File: src/hdl/hamem_pkg.sv
// Shared constants and types for the Hebbian associative memory.
package hamem_pkg;

  // Geometry of the weight matrix and the pattern widths.
  localparam int KEY_LEN     = 4;
  localparam int TARGET_LEN  = 3;
  localparam int WEIGHT_BITS = 8;

  // Saturation limits of one weight.
  localparam logic signed [WEIGHT_BITS-1:0] WLIMIT     = {1'b0, {(WEIGHT_BITS-1){1'b1}}};
  localparam logic signed [WEIGHT_BITS-1:0] WLIMIT_NEG =
    {1'b1, {(WEIGHT_BITS-2){1'b0}}, 1'b1};

  // Datapath widths.
  localparam int REC_W  = WEIGHT_BITS + $clog2(KEY_LEN);     // one recall value
  localparam int SQ_W   = 2 * REC_W - 2;                     // square of one recall value
  localparam int X_W    = SQ_W + $clog2(TARGET_LEN);         // squared norm of recall
  localparam int Z_W    = REC_W + $clog2(TARGET_LEN);        // dot product with reference
  localparam int P_W    = X_W + $clog2(TARGET_LEN + 1);      // x times squared reference norm
  localparam int Z2_W   = 2 * (Z_W - 1);                     // square of |z|
  localparam int COS_W  = 16;                                // Q1.15 cosine
  localparam int Q_W    = 16;                                // cosine magnitude search
  localparam int SQT_W  = 2 * Q_W + 2;                       // (2q-1)^2
  localparam int PROD_W = SQT_W + P_W;                       // (2q-1)^2 * p

  // What one lane hands to the merging stage.
  typedef struct packed {
    logic signed [REC_W-1:0] rec;
    logic        [SQ_W-1:0]  sq;
    logic signed [REC_W-1:0] zterm;
  } lane_res_t;

  // Status of the cosine unit toward the top level.
  typedef struct packed {
    logic                    ready;
    logic signed [COS_W-1:0] cosine;
    logic                    zero_norm;
  } cos_res_t;

endpackage

File: src/hdl/hamem_lane.sv
// One output lane: a weight column, its Hebbian update and its recall sum.
module hamem_lane (
  input  logic                             clk,
  input  logic                             rst,
  input  logic                             train,
  input  logic                             capture,
  input  logic [hamem_pkg::KEY_LEN-1:0]    key_bits,
  input  logic                             tgt_bit,
  output hamem_pkg::lane_res_t             res
);
  import hamem_pkg::*;

  logic signed [WEIGHT_BITS-1:0] weights [KEY_LEN];
  logic signed [REC_W-1:0]       rec;
  logic signed [REC_W-1:0]       rec_next;
  logic                          tgt;
  logic signed [2*REC_W-1:0]     sq_full;
  logic [SQ_W-1:0]               sq;
  logic signed [REC_W-1:0]       zterm;

  always_comb begin
    rec_next = '0;
    for (int i = 0; i < KEY_LEN; i++) begin
      if (key_bits[i]) begin
        rec_next = rec_next + REC_W'(weights[i]);
      end else begin
        rec_next = rec_next - REC_W'(weights[i]);
      end
    end
  end

  // Matching key and target elements raise a weight, differing ones lower it.
  always_ff @(posedge clk) begin
    if (rst) begin
      for (int i = 0; i < KEY_LEN; i++) begin
        weights[i] <= '0;
      end
    end else if (train) begin
      for (int i = 0; i < KEY_LEN; i++) begin
        if (key_bits[i] == tgt_bit) begin
          if (weights[i] != WLIMIT) begin
            weights[i] <= weights[i] + WEIGHT_BITS'(1);
          end
        end else begin
          if (weights[i] != WLIMIT_NEG) begin
            weights[i] <= weights[i] - WEIGHT_BITS'(1);
          end
        end
      end
    end
  end

  always_ff @(posedge clk) begin
    if (capture) begin
      rec <= rec_next;
      tgt <= tgt_bit;
    end
  end

  assign sq_full = rec * rec;

  always_ff @(posedge clk) begin
    sq    <= sq_full[SQ_W-1:0];
    zterm <= tgt ? rec : -rec;
  end

  assign res.rec   = rec;
  assign res.sq    = sq;
  assign res.zterm = zterm;

endmodule

File: src/hdl/hamem_cosine.sv
// Cosine unit: bit-by-bit search of the rounded Q1.15 cosine magnitude.
module hamem_cosine (
  input  logic                                  clk,
  input  logic                                  rst,
  input  logic                                  start,
  input  logic                                  ack,
  input  logic        [hamem_pkg::X_W-1:0]      x,
  input  logic signed [hamem_pkg::Z_W-1:0]      z,
  output hamem_pkg::cos_res_t                   res
);
  import hamem_pkg::*;

  localparam logic [2:0] CS_IDLE  = 3'd0;
  localparam logic [2:0] CS_SETUP = 3'd1;
  localparam logic [2:0] CS_TRY   = 3'd2;
  localparam logic [2:0] CS_TEST  = 3'd3;
  localparam logic [2:0] CS_DONE  = 3'd4;

  localparam int K_W = $clog2(Q_W);
  localparam int ACC_W = SQT_W + 6;

  logic [2:0]              state;
  logic [K_W-1:0]          k;
  logic [X_W-1:0]          x_r;
  logic signed [Z_W-1:0]   z_r;
  logic                    zneg;
  logic                    zero_norm;
  logic [P_W-1:0]          p;
  logic [Z2_W-1:0]         z2;
  logic [Q_W-1:0]          q;
  logic [Q_W-1:0]          q_try;
  logic [SQT_W-1:0]        sq;
  logic [SQT_W-1:0]        sq_try;

  logic [Z_W-1:0]          az;
  logic [2*Z_W-1:0]        z2_full;
  logic signed [Q_W+1:0]   d;
  logic signed [ACC_W-1:0] acc;
  logic [PROD_W-1:0]       prod;
  logic [PROD_W-1:0]       rhs;
  logic [Q_W:0]            neg_q;
  logic signed [COS_W-1:0] cos_val;

  assign az      = z_r[Z_W-1] ? -z_r : z_r;
  assign z2_full = az * az;

  // (2q+2^(k+1)-1)^2 built from (2q-1)^2 with shifts and adds.
  assign d   = $signed({1'b0, q, 1'b0}) - (Q_W+2)'(1);
  assign acc = $signed({{(ACC_W-SQT_W){1'b0}}, sq})
             + ({{(ACC_W-Q_W-2){d[Q_W+1]}}, d} <<< ({1'b0, k} + 5'd2))
             + ($signed(ACC_W'(1)) <<< ({2'b0, k, 1'b0} + 7'd2));

  assign prod = PROD_W'(sq_try) * PROD_W'(p);
  assign rhs  = PROD_W'({z2, 32'b0});

  assign neg_q = -{1'b0, q};
  always_comb begin
    if (zero_norm) begin
      cos_val = '0;
    end else if (zneg) begin
      cos_val = neg_q[COS_W-1:0];
    end else if (q[Q_W-1]) begin
      cos_val = {1'b0, {(COS_W-1){1'b1}}};
    end else begin
      cos_val = q[COS_W-1:0];
    end
  end

  always_ff @(posedge clk) begin
    if (rst) begin
      state <= CS_IDLE;
    end else begin
      unique case (state)
        CS_IDLE: begin
          if (start) begin
            state <= (x == '0) ? CS_DONE : CS_SETUP;
          end
        end
        CS_SETUP: state <= CS_TRY;
        CS_TRY:   state <= CS_TEST;
        CS_TEST:  state <= (k == '0) ? CS_DONE : CS_TRY;
        CS_DONE: begin
          if (ack) begin
            state <= CS_IDLE;
          end
        end
        default:  state <= CS_IDLE;
      endcase
    end
  end

  always_ff @(posedge clk) begin
    unique case (state)
      CS_IDLE: begin
        if (start) begin
          x_r       <= x;
          z_r       <= z;
          zneg      <= z[Z_W-1];
          zero_norm <= (x == '0);
        end
      end
      CS_SETUP: begin
        p  <= P_W'(x_r) * P_W'(TARGET_LEN);
        z2 <= z2_full[Z2_W-1:0];
        q  <= '0;
        sq <= SQT_W'(1);
        k  <= K_W'(Q_W - 1);
      end
      CS_TRY: begin
        sq_try <= acc[SQT_W-1:0];
        q_try  <= q | (Q_W'(1) << k);
      end
      CS_TEST: begin
        if (prod <= rhs) begin
          q  <= q_try;
          sq <= sq_try;
        end
        k <= k - K_W'(1);
      end
      CS_DONE: begin
      end
      default: begin
      end
    endcase
  end

  assign res.ready     = (state == CS_DONE);
  assign res.cosine    = cos_val;
  assign res.zero_norm = zero_norm;

endmodule

File: src/hdl/hebbian_associative_memory_top.sv
// Top level of the Hebbian associative memory: lanes, merge stage and output register.
// A train transaction updates every weight at the clock edge on which it is accepted.
// A recall result is loaded after the capture register, square, merge, cosine setup and a
// try and test step per search bit (16 bits); an all-zero recall skips setup and search.
// Input stalls while a recall is in flight, until its result is loaded.
// Reset clears all weights at once and leaves the block idle with no result pending.
module hebbian_associative_memory_top (
  input  logic                                   clk,
  input  logic                                   rst,
  input  logic                                   in_valid,
  output logic                                   in_stall,
  input  logic                                   req_type,
  input  logic [hamem_pkg::KEY_LEN-1:0]          key_bits,
  input  logic [hamem_pkg::TARGET_LEN-1:0]       target_bits,
  output logic                                   out_valid,
  input  logic                                   out_stall,
  output logic signed [hamem_pkg::REC_W-1:0]     recall_0,
  output logic signed [hamem_pkg::REC_W-1:0]     recall_1,
  output logic signed [hamem_pkg::REC_W-1:0]     recall_2,
  output logic signed [hamem_pkg::COS_W-1:0]     cosine,
  output logic                                   zero_norm
);
  import hamem_pkg::*;

  // Control sequence for one recall transaction.
  localparam logic [1:0] ST_IDLE   = 2'd0;
  localparam logic [1:0] ST_SQUARE = 2'd1;
  localparam logic [1:0] ST_MERGE  = 2'd2;
  localparam logic [1:0] ST_COS    = 2'd3;

  logic [1:0]            state;
  logic                  accept;
  logic                  train;
  logic                  capture;
  logic                  cos_start;
  logic                  cos_ack;
  logic                  out_free;
  lane_res_t             lane_res [TARGET_LEN];
  cos_res_t              cres;
  logic [X_W-1:0]        x_sum;
  logic signed [Z_W-1:0] z_sum;

  // The block takes a new transaction only when no recall is in flight. A finished
  // result may still sit in the output register while the next transaction is taken.
  assign in_stall = (state != ST_IDLE);
  assign accept   = in_valid && !in_stall;
  assign train    = accept && !req_type;
  assign capture  = accept && req_type;
  assign out_free = !out_valid || !out_stall;

  // One lane per target element: each keeps its own weight column, so a train
  // transaction updates all columns in parallel and a recall sums all columns at once.
  for (genvar j = 0; j < TARGET_LEN; j++) begin : g_lane
    hamem_lane u_lane (
      .clk      (clk),
      .rst      (rst),
      .train    (train),
      .capture  (capture),
      .key_bits (key_bits),
      .tgt_bit  (target_bits[j]),
      .res      (lane_res[j])
    );
  end

  // Merge stage: squared norm of the recall vector and its dot product with the reference.
  always_comb begin
    x_sum = '0;
    z_sum = '0;
    for (int j = 0; j < TARGET_LEN; j++) begin
      x_sum = x_sum + X_W'(lane_res[j].sq);
      z_sum = z_sum + Z_W'(lane_res[j].zterm);
    end
  end

  assign cos_start = (state == ST_MERGE);
  assign cos_ack   = (state == ST_COS) && cres.ready && out_free;

  hamem_cosine u_cosine (
    .clk   (clk),
    .rst   (rst),
    .start (cos_start),
    .ack   (cos_ack),
    .x     (x_sum),
    .z     (z_sum),
    .res   (cres)
  );

  always_ff @(posedge clk) begin
    if (rst) begin
      state <= ST_IDLE;
    end else begin
      unique case (state)
        ST_IDLE: begin
          if (capture) begin
            state <= ST_SQUARE;
          end
        end
        ST_SQUARE: state <= ST_MERGE;
        ST_MERGE:  state <= ST_COS;
        ST_COS: begin
          if (cos_ack) begin
            state <= ST_IDLE;
          end
        end
        default:   state <= ST_IDLE;
      endcase
    end
  end

  // Output register: loaded when the cosine is ready and the previous result has left.
  always_ff @(posedge clk) begin
    if (rst) begin
      out_valid <= 1'b0;
    end else if (cos_ack) begin
      out_valid <= 1'b1;
    end else if (out_valid && !out_stall) begin
      out_valid <= 1'b0;
    end
  end

  always_ff @(posedge clk) begin
    if (cos_ack) begin
      recall_0  <= lane_res[0].rec;
      recall_1  <= lane_res[1].rec;
      recall_2  <= lane_res[2].rec;
      cosine    <= cres.cosine;
      zero_norm <= cres.zero_norm;
    end
  end

endmodule
File: config.mk
export PLATFORM = sky130hd
export DESIGN_NAME = hebbian_associative_memory_top
export DESIGN_NICKNAME = d
export VERILOG_FILES = /design/src/hdl/hamem_pkg.sv /design/src/hdl/hamem_lane.sv /design/src/hdl/hamem_cosine.sv /design/src/hdl/hebbian_associative_memory_top.sv
export SDC_FILE = /design/constraint.sdc
export NUM_CORES = 2
export LEC_CHECK = 0
export BUFFER_PORTS_ARGS = -buffer_cell sky130_fd_sc_hd__buf_4
export CAP_MARGIN = 20
export CORE_ASPECT_RATIO = 1.4
export CORE_MARGIN = 8
export CORE_UTILIZATION = 61
export DETAILED_ROUTE_END_ITERATION = 12
export PLACE_DENSITY = 0.77
export SYNTH_ARGS = -nofsm -noshare
export SYNTH_HDL_FRONTEND = slang
export SYNTH_SLANG_ARGS = --single-unit
File: constraint.sdc
create_clock -name clk -period 31.7 [get_ports clk]
set_input_delay 7.925 -clock clk [delete_from_list [all_inputs] [get_ports clk]]
set_output_delay 7.925 -clock clk [all_outputs]
set_load 0.05 [all_outputs]
==> reports/metrics.cfg <==
[outcome]
status = completed

[synthesis]
synth.distinct_cells = 85
synth_top_cell_by_area = fa_1
yosysMostFrequentCell = inv_1
synth_top_area_share_pct = 30.35
yosys-top-cells-count = inv_1 (1047), fa_1 (997), nand2_1 (744)
synthFlopType = edfxtp_1
synth_seq_area_share_pct = 18.72
avgSynthCellArea_um2 = 9.503
ys_ff_latch = 438
synth_area_leaders = fa_1 (30%), edfxtp_1 (16%), ha_1 (13%)
async_flop_share_pct = 0
syn_area_mm2 = 0.06576
yosys_warnings = 0
synth_edf_count = 354
syn_inst = 6920

[sta]
finalSetupTns_ns = 0
maxSlewHeadroom_pct = 18.66
fmax_ghz = 0.08073
finalSetupViolCount = 0
finalHoldViolations = 0
max_slew.worst_pin.slew_ns = 1.220
fin_crit_ns = 12.39
holdWs_ns = 0.5355
fin_skew_ns = 0.02913
fin_crit_sh_pct = 39.07
drv_slew = 0
rsz0062_at_grt = false

[setup_path]
crit_path_start = u_cosine.sq_try[4]$_DFFE_PP_
cp_top_family = adder cells
crit_path_frequent_cell = fa_1
slowest_stage = edfxtp_1
critPathRequiredTime_ns = 31.93
path_buf_inv = 2
crit_path_end_kind = flip-flop
startpoint_type = flip-flop
worst-setup-path-type = flip-flop to flip-flop
reg2reg_from = u_cosine.sq_try[4]$_DFFE_PP_
critPathMaxFanout = 50
crit_path_max_incr_delay_ns = 1.11
cp.arrival_ns = 12.62

[clock_tree]
cts_resized = 0
clockBufferDepth = 3
cts_buffers = 48
cts-root-buf = clkbuf_16
clock_latency_ns = 0.62
clock_sinks = 438
cts_tree = yes
clk_pin_slew_ns = 0.07
htreeDepth = 2
cts_setup_buffers = 0
ctsHoldBuffers = 0

[route]
drt-wirelength-per-cell_um = 20.07
drtIter0Drc = 2995
routed_wl_um = 166700
antenna_left = 0
vias_per_cell = 5.895
post-route-drc-count = 0
drtPass1Iterations = 9
vias = 48960

[floorplan]
num_rows = 142
core_area_mm2 = 0.1070
fp.dieW_um = 293.5
initial_core_util_pct = 61.48
design.die.area_mm2 = 0.1187
io_pins = 61
die_height_um = 404.5

[global_routing]
grt_max_degree = 54
antenna_found_initial = 2
grt_pass1_wl_um = 272600
grt.total_usage_pct = 28.64
grt_pass1_vias = 53850
grt_overflow = 0

[placement]
placed_area_mm2 = 0.06755
gp_congestion = 0.9801
dp_hpwl_um = 128700
io_buffers = 60

[job]
max_cap_viol_count = 0

[cells_and_area]
nets = 8496
areaGrowthSynthToFinish_pct = 5.375
design_area_mm2 = 0.06929
drive_gt1_share_pct = 4.195
fillers = 8619

[hold_path]
hp-class = flip-flop to flip-flop
holdCritStartpoint = state[0]$_SDFFE_PP0P_

## metrics by stage
stage / utilization, % / setup slack, ns / cells
2_1_floorplan: - / 19.63 / 6927
3_3_place_gp: 63.15 / 19.71 / 8215
3_5_place_dp: 63.15 / 19.59 / 8215
4_1_cts: 64.78 / 19.58 / 8305
5_1_grt: 64.79 / 18.90 / 8306
6_report: 64.79 / 19.31 / 8306
## layout make-up
| class | instances | area (um^2) | area share, % |
|---|---|---|---|
| inverter | 1054 | 3956 | 5.710 |
| multi-input combinational | 5151 | 48490 | 69.98 |
| clock buffer | 62 | 1411 | 2.037 |
| tap | 1440 | 1802 | 2.600 |
| antenna | 1 | 2.502 | 0.003611 |
| sequential | 438 | 12310 | 17.77 |
| timing repair buffer | 132 | 991.0 | 1.430 |
| clock inverter | 28 | 330.3 | 0.4767 |
## layout by cell type (no fill, tap or decap), types with 15 or more instances in the layout
cell	netlist	routed
a21o_1	122	122
o21a_1	26	26
nor2b_1	46	45
and2_1	337	336
edfxtp_1	354	354
mux2_2	25	25
nand2_1	744	744
mux2i_1	28	28
xnor2_1	305	304
inv_1	1047	1046
nor2_1	457	457
xor2_1	153	153
a211oi_1	30	30
a31oi_1	28	28
and3_1	85	84
o21ai_0	134	134
nor4_1	15	15
nand4_1	35	35
fa_1	997	997
nand3_1	45	45
nand2b_1	51	51
o21bai_1	71	71
dfxtp_1	84	84
nor3_1	126	124
o211ai_1	20	20
buf_4	1	132
a221oi_1	15	15
or2_2	18	18
a21oi_1	338	337
ha_1	662	662
or3_1	30	30
clkbuf_16	0	54
## kinds of logic after synthesis
logic type | after synthesis | synth area share, %
adder cells (fa/ha/maj) | 1659 | 42.95
AO/OA/AOI/OAI | 941 | 9.133
multiplexers | 53 | 0.8543
XOR/XNOR | 458 | 6.100
other | 2 | 0.01142
AND/OR/NAND/NOR | 2031 | 14.58
flip-flops | 438 | 18.72
buffers and inverters | 1338 | 7.649
## worst min-delay path, cell delays in order (launching register included)
cell	delay, ns
dfxtp_1	0.33
nor2_1	0.11
a211oi_1	0.05
## worst paths after layout
kind	to	slack, ns	depth (start not counted)
setup / recovery	u_cosine.q[7]$_SDFFCE_PP0P_	19.31	32
hold / removal	state[0]$_SDFFE_PP0P_	0.54	2
setup reg to reg	u_cosine.q[7]$_SDFFCE_PP0P_	19.31	32
hold reg to reg	state[0]$_SDFFE_PP0P_	0.54	2
## state kept, by name (all words and copies together), names as in the netlist, 4 cells and up
signal,flops
g_lane.u_lane.rec,30
g_lane.u_lane.zterm,27
u_cosine.q_try,16
recall_0,10
cosine,16
u_cosine.sq,34
u_cosine.z2,20
recall_1,10
u_cosine.x_r,19
u_cosine.k,4
u_cosine.q,16
u_cosine.sq_try,34
u_cosine.p,22
g_lane.u_lane.weights,96
recall_2,10
u_cosine.z_r,11
g_lane.u_lane.sq,51
## routing by layer
metal / track usage [%] / share of wire [%]
met1: 29.93 / 34
met2: 53.10 / 53
met3: 3.390 / 5.6
met4: 20.00 / 8.2
met5: 0 / 0.0078
Power is left out: the tool's default activity adds up to more than one toggle a clock period on the data nets, which glitch-free logic cannot reach.
